--- src/rtl/ibpa_pkg.sv ---
// ----------------------------------------------------------------------------
// ibpa_pkg: shared types and constants
// Beat types, configuration record, queue entry and status records for the
// temporal bandpass amplifier.
// ----------------------------------------------------------------------------
package ibpa_pkg;

	localparam int COEFF_BITS  = 16;
	localparam int ADDR_W      = 20;
	localparam int LEVEL_W     = 4;
	localparam int CHAN_W      = 2;
	localparam int STORE_WORDS = 1 << ADDR_W;
	localparam int LP_W        = COEFF_BITS + 8;   // lowpass state, signed Q16.8
	localparam int GAIN_W      = 18;               // signed Q10.8 gain
	localparam int CFAC_W      = 17;               // unsigned Q1.16 channel factor
	localparam int Q_DEPTH     = 4;
	localparam int Q_PTR_W     = $clog2(Q_DEPTH);
	localparam int Q_CNT_W     = $clog2(Q_DEPTH + 1);
	localparam int CFG_IDX_W   = 3;
	localparam int CFG_DATA_W  = 24;

	localparam logic [CHAN_W-1:0] CHAN_LUMA = 2'd0;

	typedef enum logic [CFG_IDX_W-1:0] {
		CFG_RATE_FAST   = 3'd0,
		CFG_RATE_SLOW   = 3'd1,
		CFG_GAIN_CAP    = 3'd2,
		CFG_BASE_RATIO  = 3'd3,
		CFG_CHROMA_GAIN = 3'd4,
		CFG_LEVEL_COUNT = 3'd5
	} cfg_idx_t;

	typedef struct packed {
		logic [15:0] rate_fast;
		logic [15:0] rate_slow;
		logic [15:0] gain_cap;
		logic [23:0] base_ratio;
		logic [15:0] chroma_gain;
		logic [4:0]  level_count;
	} cfg_t;

	typedef struct packed {
		logic signed [COEFF_BITS-1:0] coeff_in;
		logic [LEVEL_W-1:0]           level_idx;
		logic [CHAN_W-1:0]            chan;
		logic [ADDR_W-1:0]            store_addr;
		logic                         first_frame;
	} in_item_t;

	typedef struct packed {
		logic signed [COEFF_BITS-1:0] amp_coeff;
		logic [ADDR_W-1:0]            out_addr;
		logic [LEVEL_W-1:0]           out_level;
		logic [CHAN_W-1:0]            out_chan;
	} out_item_t;

	typedef struct packed {
		logic [ADDR_W-1:0]  store_addr;
		logic [LEVEL_W-1:0] level_idx;
		logic [CHAN_W-1:0]  chan;
		logic               first_frame;
	} tag_t;

	typedef struct packed {
		logic signed [COEFF_BITS-1:0] coeff;
		tag_t                         tag;
		logic signed [GAIN_W-1:0]     gain;
		logic [CFAC_W-1:0]            cfac;
	} work_t;

	typedef struct packed {
		logic [Q_CNT_W-1:0] count;
		logic               empty;
		logic               full;
	} q_stat_t;

	typedef struct packed {
		logic busy;
		logic pop;
	} back_stat_t;

endpackage

--- src/rtl/ibpa_front.sv ---
// ----------------------------------------------------------------------------
// ibpa_front: item classification
// Works out the per-level gain and the channel factor for an incoming beat.
// ----------------------------------------------------------------------------
module ibpa_front (
	input  ibpa_pkg::in_item_t item,
	input  ibpa_pkg::cfg_t     cfg,
	output ibpa_pkg::work_t    work
);
	import ibpa_pkg::*;

	logic [4:0]         top_lvl;
	logic [4:0]         lvl;
	logic [4:0]         shamt;
	logic               no_gain;
	logic [23:0]        ratio;
	logic signed [26:0] gx;
	logic signed [26:0] cap;
	logic signed [26:0] gsel;

	always_comb begin
		top_lvl = (cfg.level_count >= 5'd1) ? cfg.level_count - 5'd1 : 5'd0;
		lvl     = {1'b0, item.level_idx};
		no_gain = (item.level_idx == '0) || (lvl >= top_lvl);
		shamt   = top_lvl - lvl;
		ratio   = cfg.base_ratio >> shamt;
		gx      = ($signed({3'b0, ratio}) - 27'sd256) <<< 1;
		cap     = $signed({11'b0, cfg.gain_cap});
		gsel    = (gx > cap) ? cap : gx;

		work.coeff            = item.coeff_in;
		work.tag.store_addr   = item.store_addr;
		work.tag.level_idx    = item.level_idx;
		work.tag.chan         = item.chan;
		work.tag.first_frame  = item.first_frame;
		work.gain             = no_gain ? '0 : gsel[GAIN_W-1:0];
		work.cfac             = (item.chan == CHAN_LUMA) ? CFAC_W'(17'h10000)
		                                                 : {1'b0, cfg.chroma_gain};
	end

endmodule

--- config.mk ---
export PLATFORM = sky130hd
export DESIGN_NAME = ibpa_front
export DESIGN_NICKNAME = d
export VERILOG_FILES = /design/src/rtl/ibpa_pkg.sv /design/src/rtl/ibpa_front.sv
export SDC_FILE = /design/constraint.sdc
export NUM_CORES = 1
export LEC_CHECK = 0
export BUFFER_PORTS_ARGS = -buffer_cell sky130_fd_sc_hd__buf_4
export CAP_MARGIN = 10
export CORE_ASPECT_RATIO = 1.2
export CORE_MARGIN = 5
export CORE_UTILIZATION = 46
export DETAILED_ROUTE_END_ITERATION = 12
export GPL_TIMING_DRIVEN = 1
export PLACE_DENSITY = 0.85
export SETUP_SLACK_MARGIN = 0.15
export SLEW_MARGIN = 20
export SYNTH_ARGS = -nofsm -noshare
export SYNTH_HDL_FRONTEND = slang
export SYNTH_SLANG_ARGS = --single-unit
--- constraint.sdc ---
create_clock -name vclk -period 9.5
set_input_delay 1.425 -clock vclk [all_inputs]
set_output_delay 1.425 -clock vclk [all_outputs]
set_load 0.01 [all_outputs]
Word level (Yosys, flattened, before mapping)
Cells that the tools add are included.

operators by class
  add/subtract/negate cells = 3
  magnitude comparators = 3
  shifts and indexed selects = 1
  muxes and demuxes = 4
  reduce and logical (&&, ||, !) cells = 3

operators with widths
  cell                   number
  $mux 18                2
  $gt 26x17->1           1
  $sub 24x9->25 const B  1
  $shr 24x5->24          1
  $mux 17                1
  $ge 4x5->1             1
  $ge 5x1->1 const B     1
  $mux 5                 1
  $sub 5x1->5 const B    1
  $sub 5x4->5            1
  $logic_not 4->1        1
  $logic_not 2->1        1
  $logic_or 1x1->1       1

word-level totals
  register bits after elaboration = 0
  bits of input ports = 136
  output and inout bits = 78
  word-level logic and storage cells = 14

Longest topological paths before layout
  depth after elaboration = 8
  depth in mapped cells = 29
  gate-level depth less buffers = 25

Worst setup path after synthesis
Ideal clock, no wire load.

  kind = input -> output
  start = input port cfg[1] (netlist name)
  end = output port work[19] (netlist name)
  data arrival time = 6.832 ns
  path slack = 1.243 ns
  stages = 28
  cell sequence = or3_1 > nor4_1 > or2_2 > ha_1 > fa_1 > nor2b_1 > o21a_1 > a211o_1 > nand2_1 > clkbuf_1 > buf_1 > and3_1 > inv_1 > ha_1 > clkbuf_1 > xnor2_1 > inv_1 > ha_1 > a21o_1 > a21o_1 > a21oi_1 > o21ai_0 > a22oi_1 > o2111ai_1 > nor4_4 > buf_6 > a311oi_1 > a211oi_1

RTL lines
  what             RTL line         text
  start, declared  ibpa_front.sv:7  input ibpa_pkg::cfg_t cfg,
  end, declared    ibpa_front.sv:8  output ibpa_pkg::work_t work

==> results.tsv <==
metric	value	unit
outcome	complete, no violations	
Seq/Total Area, Yosys	0	%
CP Buf/Inv Count	8	
Max-cap violations	0	
CORE AREA	7320	µm²
number of clock buffers in the layout	0	
DR iter-0 viols	250	
hold_sp	item[1]	
Tmin final	8.93	ns
YS warnings	0	
initial antenna violation count	0	
starting density of the core	47.6	%
Setup TNS Final	0	ns
Pwr Density	177	nW/µm²
fin util	55.3	%
commonest non-fill, non-tap cells in the layout	122 x buf_4, 52 x nand2_1, 33 x inv_1	
GRT met1 Usage	26.7	%
first-pass GRT wire length	16700	µm
I/O Pins	214	
Worst VDD drop	125	µV
final WL	10800	µm
vias in the first global route	3559	
die width	89.5	µm
GR Layer Usage met3	1.95	%
Synthesized Nets	622	
Synth Area per Inst	7.54	µm²
IO buf count	108	
final net count	672	
unrepaired setup endpoints after global routing	no	
synthesis-to-finish area growth	16.1	%
Hold WC Path Type	in -> out	
layout cell share with drive strength beyond 1	34.3	%
Yosys cell types	66	
filler cell count	705	
slowest cell on the critical path	fa_1	
Die ar.	9420	µm²
Worst Path Required	8.08	ns
Slew @ Worst Pin	1.01	ns
GR peak layer	met2	
Final ANT Viol Nets	0	
slowest stage delay, CP	0.64	ns
WL per Instance	18.0	µm
Seq cells	0	
commonest non-fill, non-tap cell in the layout	buf_4	
CP max FO	24	
1st-pass router iterations	5	
met2 Resource Use GR	37.2	%
Hold Violations, Final	0	
Post-Synthesis Cells	462	
largest net degree at the start of global routing	33	
post-synth design cell area	3480	µm²
die height	105	µm
Fmax achieved	112	MHz
Crit Path Category	in -> out	
final setup violation count	0	
DRC Markers	0	
crit path DAT	7.50	ns
via total after detailed routing	3860	
Worst setup SP type	primary input	
hold worst-path end	work[42]	
period utilization	94.0	%
Storage cell area	0	µm²
Leak	1.89	nW
Ant. Diodes	0	
HPWL Detailed	8940	µm
area of the multi-input gates	2880	µm²
row count	34	
total gr overflow	0	
relative slew slack	32.1	%
Slew Viols, Final	0	
Final GP Congestion	0.897	
Top cell by count, worst path	buf_4	
GRT Overall Usage	21.1	%
Top delay family on crit path	adder cells	
Crit. End Element	primary output	
worst hold stages	0	
vias per cell	6.43	
[synth_stat cells (3+ instances only)]
master,instances,area share [%]
and2_1,4,0.72
o21ai_1,5,0.72
a211o_1,5,1.3
o211ai_1,6,1.3
nor4_1,6,1.1
nand3_1,22,3.2
nand4_1,8,1.4
o21a_1,8,1.7
a211oi_1,9,1.9
o21ai_0,10,1.4
a21oi_1,13,1.9
a21o_1,9,1.9
inv_1,33,3.6
nand2_1,52,5.6
a311o_1,3,0.86
mux2i_1,16,4.6
clkbuf_1,14,1.5
or3_1,4,0.72
or2_2,3,0.54
a211oi_2,4,1.4
mux2_2,6,1.9
ha_1,23,8.3
o2111ai_1,4,1.0
mux4_2,21,14
buf_4,45,9.7
nor3_1,4,0.57
buf_6,4,1.3
a311oi_1,14,3.5
and3_1,5,0.90
buf_2,10,1.4
nor2b_1,17,3.1
nor2_1,23,2.5
xnor2_1,4,1.0
o31a_1,7,1.8
[repair_timing]
| item | 4_1_cts | 5_1_grt |
|---|---|---|
| resized for setup | 0 | 2 |
| setup endpoints to repair | 0 | 12 |
| hold buffers | 0 | 0 |
| buffers inserted | 0 | 3 |
[cell type report]
cell class | count | area share [%]
inverters | 33 | 3.06
multi-input cells | 354 | 71.2
well taps | 90 | 2.78
repair buffers | 123 | 22.9
[worst max path at each step]
stage                       from  cells after the start        to
final                     cfg[1]                     29  work[18]
after global routing      cfg[1]                     29  work[21]
after CTS                 cfg[1]                     27  work[18]
after detailed placement  cfg[1]                     27  work[18]
after global placement    cfg[1]                     28  work[18]
after floorplan           cfg[1]                     28  work[19]
[metrics by stage]
step | area, µm² | setup WS, ns | power (W) | hold slack [ns] | instances
2_1_floorplan | 3480 | 1.24 | 0.000517 | 2.94 | 462
6_report | 4050 | 0.570 | 0.000714 | 2.85 | 600
5_1_grt | 4050 | 0.142 | 0.000781 | 2.85 | 600
3_3_place_gp | 4010 | 0.664 | 0.000669 | 2.85 | 597
3_5_place_dp | 4010 | 0.509 | 0.000687 | 2.85 | 597
4_1_cts | 4010 | 0.486 | 0.000690 | 2.85 | 597
[per-layer routing]
| layer | share of wire, % | routed length [µm] | vias to the layer above |
|---|---|---|---|
| met5 | 0 | 0 | - |
| met4 | 2.3 | 251 | 0 |
| met3 | 10 | 1100 | 30 |
| met2 | 50 | 5390 | 225 |
| met1 | 38 | 4060 | 1813 |
| li1 | - | - | 1792 |
[cells by family (layout without fill, tap and decap cells)]
family / count (synthesis) / count (layout) / share of synthesized area [%]
mux: 44 / 44 / 20.5
xor+xnor: 5 / 5 / 1.26
buf+inv: 108 / 156 / 17.7
compound gates: 116 / 116 / 26.4
fa+ha+maj: 24 / 24 / 8.83
simple gates: 165 / 165 / 25.3
[power breakdown]
part           leakage (nW)  internal, W  switching, W  total, W
combinational          1.89     0.000311      0.000403  0.000714
clock                     0            0             0         0
sequential                0            0             0         0
Note: power is estimated with default switching activity, not from simulation.
