### src/rtl/ibpa_pkg.sv
// ----------------------------------------------------------------------------
// ibpa_pkg: shared types and constants
// Beat types, configuration record, queue entry and status records for the
// temporal bandpass amplifier.
// ----------------------------------------------------------------------------
package ibpa_pkg;

	localparam int COEFF_BITS  = 16;
	localparam int ADDR_W      = 20;
	localparam int LEVEL_W     = 4;
	localparam int CHAN_W      = 2;
	localparam int STORE_WORDS = 1 << ADDR_W;
	localparam int LP_W        = COEFF_BITS + 8;   // lowpass state, signed Q16.8
	localparam int GAIN_W      = 18;               // signed Q10.8 gain
	localparam int CFAC_W      = 17;               // unsigned Q1.16 channel factor
	localparam int Q_DEPTH     = 4;
	localparam int Q_PTR_W     = $clog2(Q_DEPTH);
	localparam int Q_CNT_W     = $clog2(Q_DEPTH + 1);
	localparam int CFG_IDX_W   = 3;
	localparam int CFG_DATA_W  = 24;

	localparam logic [CHAN_W-1:0] CHAN_LUMA = 2'd0;

	typedef enum logic [CFG_IDX_W-1:0] {
		CFG_RATE_FAST   = 3'd0,
		CFG_RATE_SLOW   = 3'd1,
		CFG_GAIN_CAP    = 3'd2,
		CFG_BASE_RATIO  = 3'd3,
		CFG_CHROMA_GAIN = 3'd4,
		CFG_LEVEL_COUNT = 3'd5
	} cfg_idx_t;

	typedef struct packed {
		logic [15:0] rate_fast;
		logic [15:0] rate_slow;
		logic [15:0] gain_cap;
		logic [23:0] base_ratio;
		logic [15:0] chroma_gain;
		logic [4:0]  level_count;
	} cfg_t;

	typedef struct packed {
		logic signed [COEFF_BITS-1:0] coeff_in;
		logic [LEVEL_W-1:0]           level_idx;
		logic [CHAN_W-1:0]            chan;
		logic [ADDR_W-1:0]            store_addr;
		logic                         first_frame;
	} in_item_t;

	typedef struct packed {
		logic signed [COEFF_BITS-1:0] amp_coeff;
		logic [ADDR_W-1:0]            out_addr;
		logic [LEVEL_W-1:0]           out_level;
		logic [CHAN_W-1:0]            out_chan;
	} out_item_t;

	typedef struct packed {
		logic [ADDR_W-1:0]  store_addr;
		logic [LEVEL_W-1:0] level_idx;
		logic [CHAN_W-1:0]  chan;
		logic               first_frame;
	} tag_t;

	typedef struct packed {
		logic signed [COEFF_BITS-1:0] coeff;
		tag_t                         tag;
		logic signed [GAIN_W-1:0]     gain;
		logic [CFAC_W-1:0]            cfac;
	} work_t;

	typedef struct packed {
		logic [Q_CNT_W-1:0] count;
		logic               empty;
		logic               full;
	} q_stat_t;

	typedef struct packed {
		logic busy;
		logic pop;
	} back_stat_t;

endpackage

### src/rtl/ibpa_queue.sv
// ----------------------------------------------------------------------------
// ibpa_queue: work queue
// Short FIFO between the classification front and the filter back end.
// ----------------------------------------------------------------------------
module ibpa_queue (
	input  logic               clk,
	input  logic               arst_n,
	input  logic               push,
	input  ibpa_pkg::work_t    wdata,
	input  logic               pop,
	output ibpa_pkg::work_t    rdata,
	output ibpa_pkg::q_stat_t  stat
);
	import ibpa_pkg::*;

	work_t                entries_q [Q_DEPTH];
	logic [Q_PTR_W-1:0]   wr_ptr_q;
	logic [Q_PTR_W-1:0]   rd_ptr_q;
	logic [Q_CNT_W-1:0]   count_q;
	logic                 do_push;
	logic                 do_pop;

	assign stat.count = count_q;
	assign stat.empty = (count_q == '0);
	assign stat.full  = (count_q == Q_CNT_W'(Q_DEPTH));
	assign do_push    = push && !stat.full;
	assign do_pop     = pop && !stat.empty;
	assign rdata      = entries_q[rd_ptr_q];

	always_ff @(posedge clk) begin
		if (do_push) begin
			entries_q[wr_ptr_q] <= wdata;
		end
	end

	always_ff @(posedge clk or negedge arst_n) begin
		if (!arst_n) begin
			wr_ptr_q <= '0;
			rd_ptr_q <= '0;
			count_q  <= '0;
		end else begin
			if (do_push) begin
				wr_ptr_q <= wr_ptr_q + Q_PTR_W'(1);
			end
			if (do_pop) begin
				rd_ptr_q <= rd_ptr_q + Q_PTR_W'(1);
			end
			case ({do_push, do_pop})
				2'b10: count_q <= count_q + Q_CNT_W'(1);
				2'b01: count_q <= count_q - Q_CNT_W'(1);
				default: count_q <= count_q;
			endcase
		end
	end

endmodule

### config.mk
export PLATFORM = sky130hd
export DESIGN_NAME = ibpa_queue
export DESIGN_NICKNAME = d
export VERILOG_FILES = /design/src/rtl/ibpa_pkg.sv /design/src/rtl/ibpa_queue.sv
export SDC_FILE = /design/constraint.sdc
export NUM_CORES = 1
export LEC_CHECK = 0
export BUFFER_PORTS_ARGS = -buffer_cell sky130_fd_sc_hd__buf_4
export CAP_MARGIN = 25
export CORE_ASPECT_RATIO = 1.5
export CORE_MARGIN = 1
export CORE_UTILIZATION = 35
export DETAILED_ROUTE_END_ITERATION = 12
export HOLD_SLACK_MARGIN = 0.03
export PLACE_DENSITY = 0.63
export SETUP_SLACK_MARGIN = 0.1
export SLEW_MARGIN = 20
export SYNTH_ARGS = -nofsm -noshare
export SYNTH_HDL_FRONTEND = slang
export SYNTH_SLANG_ARGS = --single-unit
### constraint.sdc
create_clock -name clk -period 4.2 [get_ports clk]
set_input_delay 0.63 -clock clk [delete_from_list [all_inputs] [get_ports clk]]
set_output_delay 0.63 -clock clk [all_outputs]
set_load 0.05 [all_outputs]
Word-level counts from Yosys, hierarchy flattened
Memories as Yosys holds them, arrays and structs flattened.
Cells that the tools add are included.

cells by class
  $add $sub $neg = 4
  equal/unequal tests = 3
  reduce and logical (&&, ||, !) cells = 6
  multiplexer cells = 3

operators with widths
  kind                                                                 number
  3-bit case mux with 2 select lines                                   1
  2-bit by 1-bit adder with 2-bit output (second input constant)       2
  3-bit by 1-bit adder with 3-bit output (second input constant)       1
  3-bit == test (second input constant)                                1
  3-bit zero test                                                      1
  3-bit by 1-bit subtractor with 3-bit output (second input constant)  1
  2-bit by 1-bit == test with 1-bit output (second input constant)     1
  2-bit == test (second input constant)                                1
  1-bit logical AND                                                    2
  1-bit zero test                                                      2
  1-bit two-way mux                                                    2
  2-bit nonzero test                                                   1

storage, ports and cells
  output and inout bits = 83
  memories = 1
  register bits after elaboration = 7
  bits in writable memories = 312
  input port bits = 82

memories
  memory     words  width  rd ports  clocked after memory_dff  write ports  RTL line          RTL
  entries_q  4      78     1         0                         1            ibpa_queue.sv:16  work_t entries_q [Q_DEPTH];

Longest topological paths before layout
Gate-level depths: netlist of the first run.

  word-level depth = 5
  mapped depth = 9
  gate-level depth less buffers = 9

Worst setup path before layout of the first run
Ideal clock, no wire load.

  path type = register -> register
  from = reg count_q[0]
  to = mem entries_q[0][0] (netlist name), enable pin
  setup slack = 0.633 ns
  arrival = 3.122 ns
  period minus slack after synthesis = 3.567 ns
  buffers on the path = 0
  required time = 3.755 ns
  cell stages (with the launch flop) = 4
  cell sequence = dfrtp_1 > nor3b_2 > nor2b_2 > and2_1

RTL lines
  what                    RTL line          RTL
  from (decl)             ibpa_queue.sv:19  logic [Q_CNT_W-1:0] count_q;
  from (signal assigned)  ibpa_queue.sv:49  2'b10: count_q <= count_q + Q_CNT_W'(1);
  from (signal assigned)  ibpa_queue.sv:50  2'b01: count_q <= count_q - Q_CNT_W'(1);
  from (signal assigned)  ibpa_queue.sv:51  default: count_q <= count_q;
  to (decl)               ibpa_queue.sv:16

==> metrics.txt, run 1 <==
post_cts resized=0; library cells used by synthesis=21; IO Count=165; Cells after Synth=roughly 450; Max-slew headroom=0.340; final max-slew violation count=0; core area=between 30,000 and 40,000 um2; Pwr Density=slightly above 800 nW/um2; Peak VDD IR=approximately 0.00050 V; Final Routed Wirelength=about 22 mm; Clock Latency Late Sink=0.57 ns; 1st-iter DRT viols=about 240; slack of the critical path=~1.1 ns; busiest grt layer=met2; largest net degree at the start of global routing=a little over 60; worst-case clock buffer depth=3; Mapped Area=11,800 um2; CTS tree=built; GP Congestion=~0.71; number of global-route vias before repair=5,819; Die Span Y=about 230 um; Hold Path Class=in2reg; status=finished, final reports clean; # clock sinks=319; unrepaired setup endpoints after global routing=false; grt met1 use=0.151; synthesized area per cell=between 20 and 30 um2; # Max-Cap Violations=0; worst path cell trace=buf_4, mux4_2, buf_4; share of layout cells above drive strength 1=0.471; die width=152 um; cell row count=81; Slew @ Worst Pin=around 0.99 ns; Final Hold Viols=0; period utilization=0.731; cell mode on critical path=buf_4; clk_skew=roughly 0.028 ns; die area=between 30,000 and 40,000 um2; sequential share of the synthesized area=0.811; HPWL after DPL=between 10 and 15 mm; root buf cell=clkbuf_16; first-pass GRT wire length=approximately 33 mm; crit path launch type=flop; fin crit period=3.07 ns; Remaining Overflow, GRT=0; Vias/cell=around 4.8; Synth Warn #=0; commonest non-fill, non-tap cell in the layout=edfxtp_1; Fin Setup TNS=0 ns; nets=724; Crit Path Class=reg2out; f_max=~330 MHz; placed inst area=around 13,000 um2; initial antenna violation count=2; largest stage delay on the critical path=between 0.6 and 0.7 ns; pre-CTS setup slack=roughly 1.6 ns; area delta synth->final=22.7%; Mapped Nets=533; critical path fanouts, max=27; final setup vio count=0; TritonRoute pass-1 iters=4; vias=around 5.2k; CP required=~3.6 ns; leak pwr=just under 5 nW; #FFs+latches synth=about 320; most frequent cells in the layout=edfxtp_1, buf_4, mux4_2; clk slew on worst S/H paths=approximately 0.07 ns; CP arrival=around 2.4 ns; Finished Cell Area=around 14,000 um2; Routed WL per cell=around 21 um; gr usage total=0.131; Worst Setup End Kind=output pin; met3 usage in global routing=0.0217; met2 usage=0.239; slowest CP cell=mux4_2; Routed Antenna Nets=0; Num CTS Buffers=30; initial core utilization=0.358; DRC errors left=0; CTS H-tree depth=1; input/output buffers=about 160
==> state kept, by name, indices dropped and copies added (netlist names) <==
register / cells
rd_ptr_q: 2
entries_q: 312
wr_ptr_q: 2
count_q: 3
==> per-layer routing <==
layer | wire length (um) | part of all wire | vias up
met5 | 13 | 0.00058 | -
met1 | 8390 | 0.38 | 2748
met2 | 12300 | 0.55 | 138
met3 | 1070 | 0.048 | 38
met4 | 568 | 0.025 | 2
li1 | - | - | 2289
==> synth_stat cells <==
| cell type | number | share of area |
|---|---|---|
| edfxtp_1 | 312 | 0.80 |
| mux4_2 | 78 | 0.15 |
| buf_12 | 8 | 0.014 |
| buf_2 | 8 | 0.0034 |
| dfrtp_1 | 7 | 0.015 |
| inv_1 | 6 | 0.0019 |
| ha_1 | 5 | 0.0053 |
| and2_1 | 4 | 0.0021 |
| xnor2_1 | 3 | 0.0022 |
| xor2_1 | 3 | 0.0022 |
| buf_4 | 1 | 0.00064 |
| buf_6 | 1 | 0.00096 |
| fa_1 | 1 | 0.0017 |
| mux2_2 | 1 | 0.00096 |
| mux2i_1 | 1 | 0.00085 |
| nand2_1 | 1 | 0.00032 |
| nor2_1 | 1 | 0.00032 |
| nor2b_2 | 1 | 0.00074 |
| nor3_1 | 1 | 0.00042 |
| nor3b_2 | 1 | 0.0011 |
| o31a_1 | 1 | 0.00074 |
==> cells by family after synthesis <==
group,count (synthesis),synth area share
buffers and inverters,24,0.0205
AOI/OAI and AO/OA,1,0.000745
muxes,80,0.151
xor gates and xnor gates,6,0.00447
and+or+nand+nor,9,0.00500
adders and majority gates,6,0.00702
DFF,319,0.811
==> layout make-up <==
type	count	area, um2
well taps	415	519
repair buffers	177	1370
fillers	2805	18400
diodes	1	2.50
inverters	6	22.5
clock inverters	23	216
clock buffers	33	762
multi-input cells	102	1990
flip-flops and latches	319	9550
==> timing repair <==
item | in CTS | in global routing
setup buffers | 0 | 0
hold buffers | 1 | 0
setup endpoints to repair | 0 | 0
endpoints found under the hold margin | 7 | 0
==> worst max-delay path, delay by kind of cell, from the launching register on <==
family	cells	cell delay (ns)
flops	1	0.54
buf+inv	2	0.70
mux	1	0.61
==> per-stage QoR <==
stage               utilization  instances  hold WS, ns  total power [mW]
finish                    0.440       1076        0.259              11.9
global route              0.439       1075        0.239              12.4
CTS                       0.439       1075        0.225              12.1
detailed placement        0.409       1018        0.452              9.42
global placement          0.408       1016        0.448              9.29
floorplan                     -        445        0.334              8.11
==> final timing paths <==
check	startpoint	endpoint	slack (ns)	depth (start not counted)
hold / removal	wdata[73]	entries_q[2][73]$_DFFE_PP_	0.26	1
max in group asynchronous	arst_n	count_q[2]$_DFFE_PN0P_	3.65	2
hold reg to reg	count_q[2]$_DFFE_PN0P_	count_q[2]$_DFFE_PN0P_	0.56	1
setup reg to reg	count_q[2]$_DFFE_PN0P_	entries_q[2][1]$_DFFE_PP_	1.70	4
min in group asynchronous	arst_n	rd_ptr_q[0]$_DFFE_PN0P_	0.40	2
setup / recovery	rd_ptr_q[0]$_DFFE_PN0P_	rdata[18]	1.13	3
==> where the power goes <==
group,total [mW],leakage [nW],switching (mW),internal (mW)
sequential,4.44,2.94,0.227,4.22
combinational,4.80,1.50,3.15,1.65
clock,2.64,0.465,1.14,1.50
(Power assumes the default switching activity.)
==> run 2: changes to the inputs <==
==> constraint.sdc (replaced) <==
create_clock -name clk -period 3 [get_ports clk]
set_input_delay 0.45 -clock clk [delete_from_list [all_inputs] [get_ports clk]]
set_output_delay 0.45 -clock clk [all_outputs]
set_load 0.05 [all_outputs]
==> metrics.txt, run 2 (synthesis gave the netlist of run 1 again) <==
top flop regs=entries_q x312, count_q x3; final setup vio count=0; TritonRoute pass-1 iters=4; Num CTS Buffers=31; period utilization=0.916; input/output buffers=164; # Max-Cap Violations=0; Final Core Density=0.439; crit path launch type=flop; first-pass GRT wire length=between 30 and 40 mm; Pwr Density=approximately 1100 nW/um2; number of global-route vias before repair=5,889; fin crit period=2.75 ns; status=finished, final reports clean; Die Span Y=between 200 and 250 um; Crit Path Class=reg2out; # clock sinks=about 320; HPWL after DPL=around 13 mm; Post-CTS Setup Bufs=0; Final Routed Wirelength=around 22 mm; largest stage delay on the critical path=about 0.6 ns; gr usage total=0.131; Routed Antenna Nets=0; worst-case clock buffer depth=3; root buf cell=clkbuf_16; core area=between 30,000 and 40,000 um2; clk_skew=approximately 0.022 ns; share of layout cells above drive strength 1=0.464; commonest non-fill, non-tap cell in the layout=edfxtp_1; Fin Setup TNS=0 ns; CP Buf/Inv Count=2; GP Congestion=a little under 0.7; worst path cell trace=buf_16, mux4_2, buf_4; Final Hold Viols=0; die area=approximately 34,000 um2; Max-slew headroom=0.642; slowest CP cell=mux4_2; initial antenna violation count=3; CTS H-tree depth=1; Slew @ Worst Pin=roughly 0.54 ns; critical path fanouts, max=65; clk slew on worst S/H paths=approximately 0.06 ns; vias=about 5.2k; die width=between 150 and 200 um; CP top delay family=buffers and inverters; final max-slew violation count=0; nets=723; CP required=roughly 2.6 ns; DRC errors left=0; area delta synth->final=22.6%; Worst Setup End Kind=output pin; Reg with most FFs=entries_q; Vias/cell=between 4 and 5; Hold Path Class=in2reg; f_max=approximately 360 MHz; Largest register FFs=312; 1st-iter DRT viols=roughly 240; cell row count=81; initial core utilization=0.358; Clock Latency Late Sink=0.56 ns; leak pwr=between 4 and 5 nW; unrepaired setup endpoints after global routing=false; Routed WL per cell=20.7 um; Remaining Overflow, GRT=0; CTS tree=built; most frequent cells in the layout=edfxtp_1, buf_4, mux4_2; Peak VDD IR=a little under 0.0009 V; CP arrival=between 2 and 2.5 ns; largest net degree at the start of global routing=72; IO Count=between 150 and 200
## run 2: cell types whose count changed in the layout (fill, tap and decap cells not counted), sizes merged
| cell | before | now |
|---|---|---|
| buf | 176 | 174 |
| bufinv | 3 | 2 |
| clkinv | 13 | 11 |
| clkbuf | 33 | 35 |
| inv | 7 | 9 |
| clkinvlp | 6 | 2 |
## run 2: metrics by stage
| step | instances | setup WS [ns] | total power, mW | area, um2 | hold slack [ns] |
|---|---|---|---|---|---|
| 2_1_floorplan | 445 | 0.225 | 11.3 | 11800 | 0.154 |
| 3_3_place_gp | 1016 | 0.782 | 13.1 | 13500 | 0.271 |
| 3_5_place_dp | 1016 | 0.763 | 13.2 | 13500 | 0.271 |
| 4_1_cts | 1070 | 0.143 | 16.9 | 14400 | 0.0560 |
| 5_1_grt | 1070 | 0.121 | 17.3 | 14400 | 0.0669 |
| 6_report | 1071 | 0.251 | 16.6 | 14400 | 0.0901 |
## run 2: path summary, 6_finish.rpt
path / startpoint / endpoint / slack (ns) / cells after the start
worst max-delay path: rd_ptr_q[0]$_DFFE_PN0P_ / rdata[24] / 0.25 / 3
worst min-delay path: wdata[1] / entries_q[0][1]$_DFFE_PP_ / 0.09 / 1
worst max register to register: count_q[2]$_DFFE_PN0P_ / entries_q[0][23]$_DFFE_PP_ / 0.81 / 4
worst min register to register: count_q[2]$_DFFE_PN0P_ / count_q[2]$_DFFE_PN0P_ / 0.57 / 1
max in group asynchronous: arst_n / rd_ptr_q[1]$_DFFE_PN0P_ / 2.62 / 2
min in group asynchronous: arst_n / count_q[0]$_DFFE_PN0P_ / 0.24 / 2
## run 2: power by group
group	internal [mW]	switching, mW	leakage, nW
registers	5.90	0.320	2.94
logic	2.33	4.41	1.50
clock network	2.06	1.57	0.458
## run 2: area by class of cell
type	count	area, um2
fillers	2831	18400
flip-flops and latches	319	9550
multi-input cells	102	1990
repair buffers	175	1400
clock buffers	35	791
well taps	415	519
clock inverters	18	153
inverters	6	22.5
diodes	1	2.50
## run 2: repair_timing
item / in CTS / in global routing
setup endpoints to repair: 0 / 5
endpoints found under the hold margin: 7 / 0
hold buffers: 1 / 0
gates resized for setup: 0 / 1
## run 2: per-layer routing
metal / wire length, um / global-route usage
met5: 27 / 0
met4: 533 / 0.0469
met3: 1080 / 0.0298
met2: 12100 / 0.240
met1: 8430 / 0.146
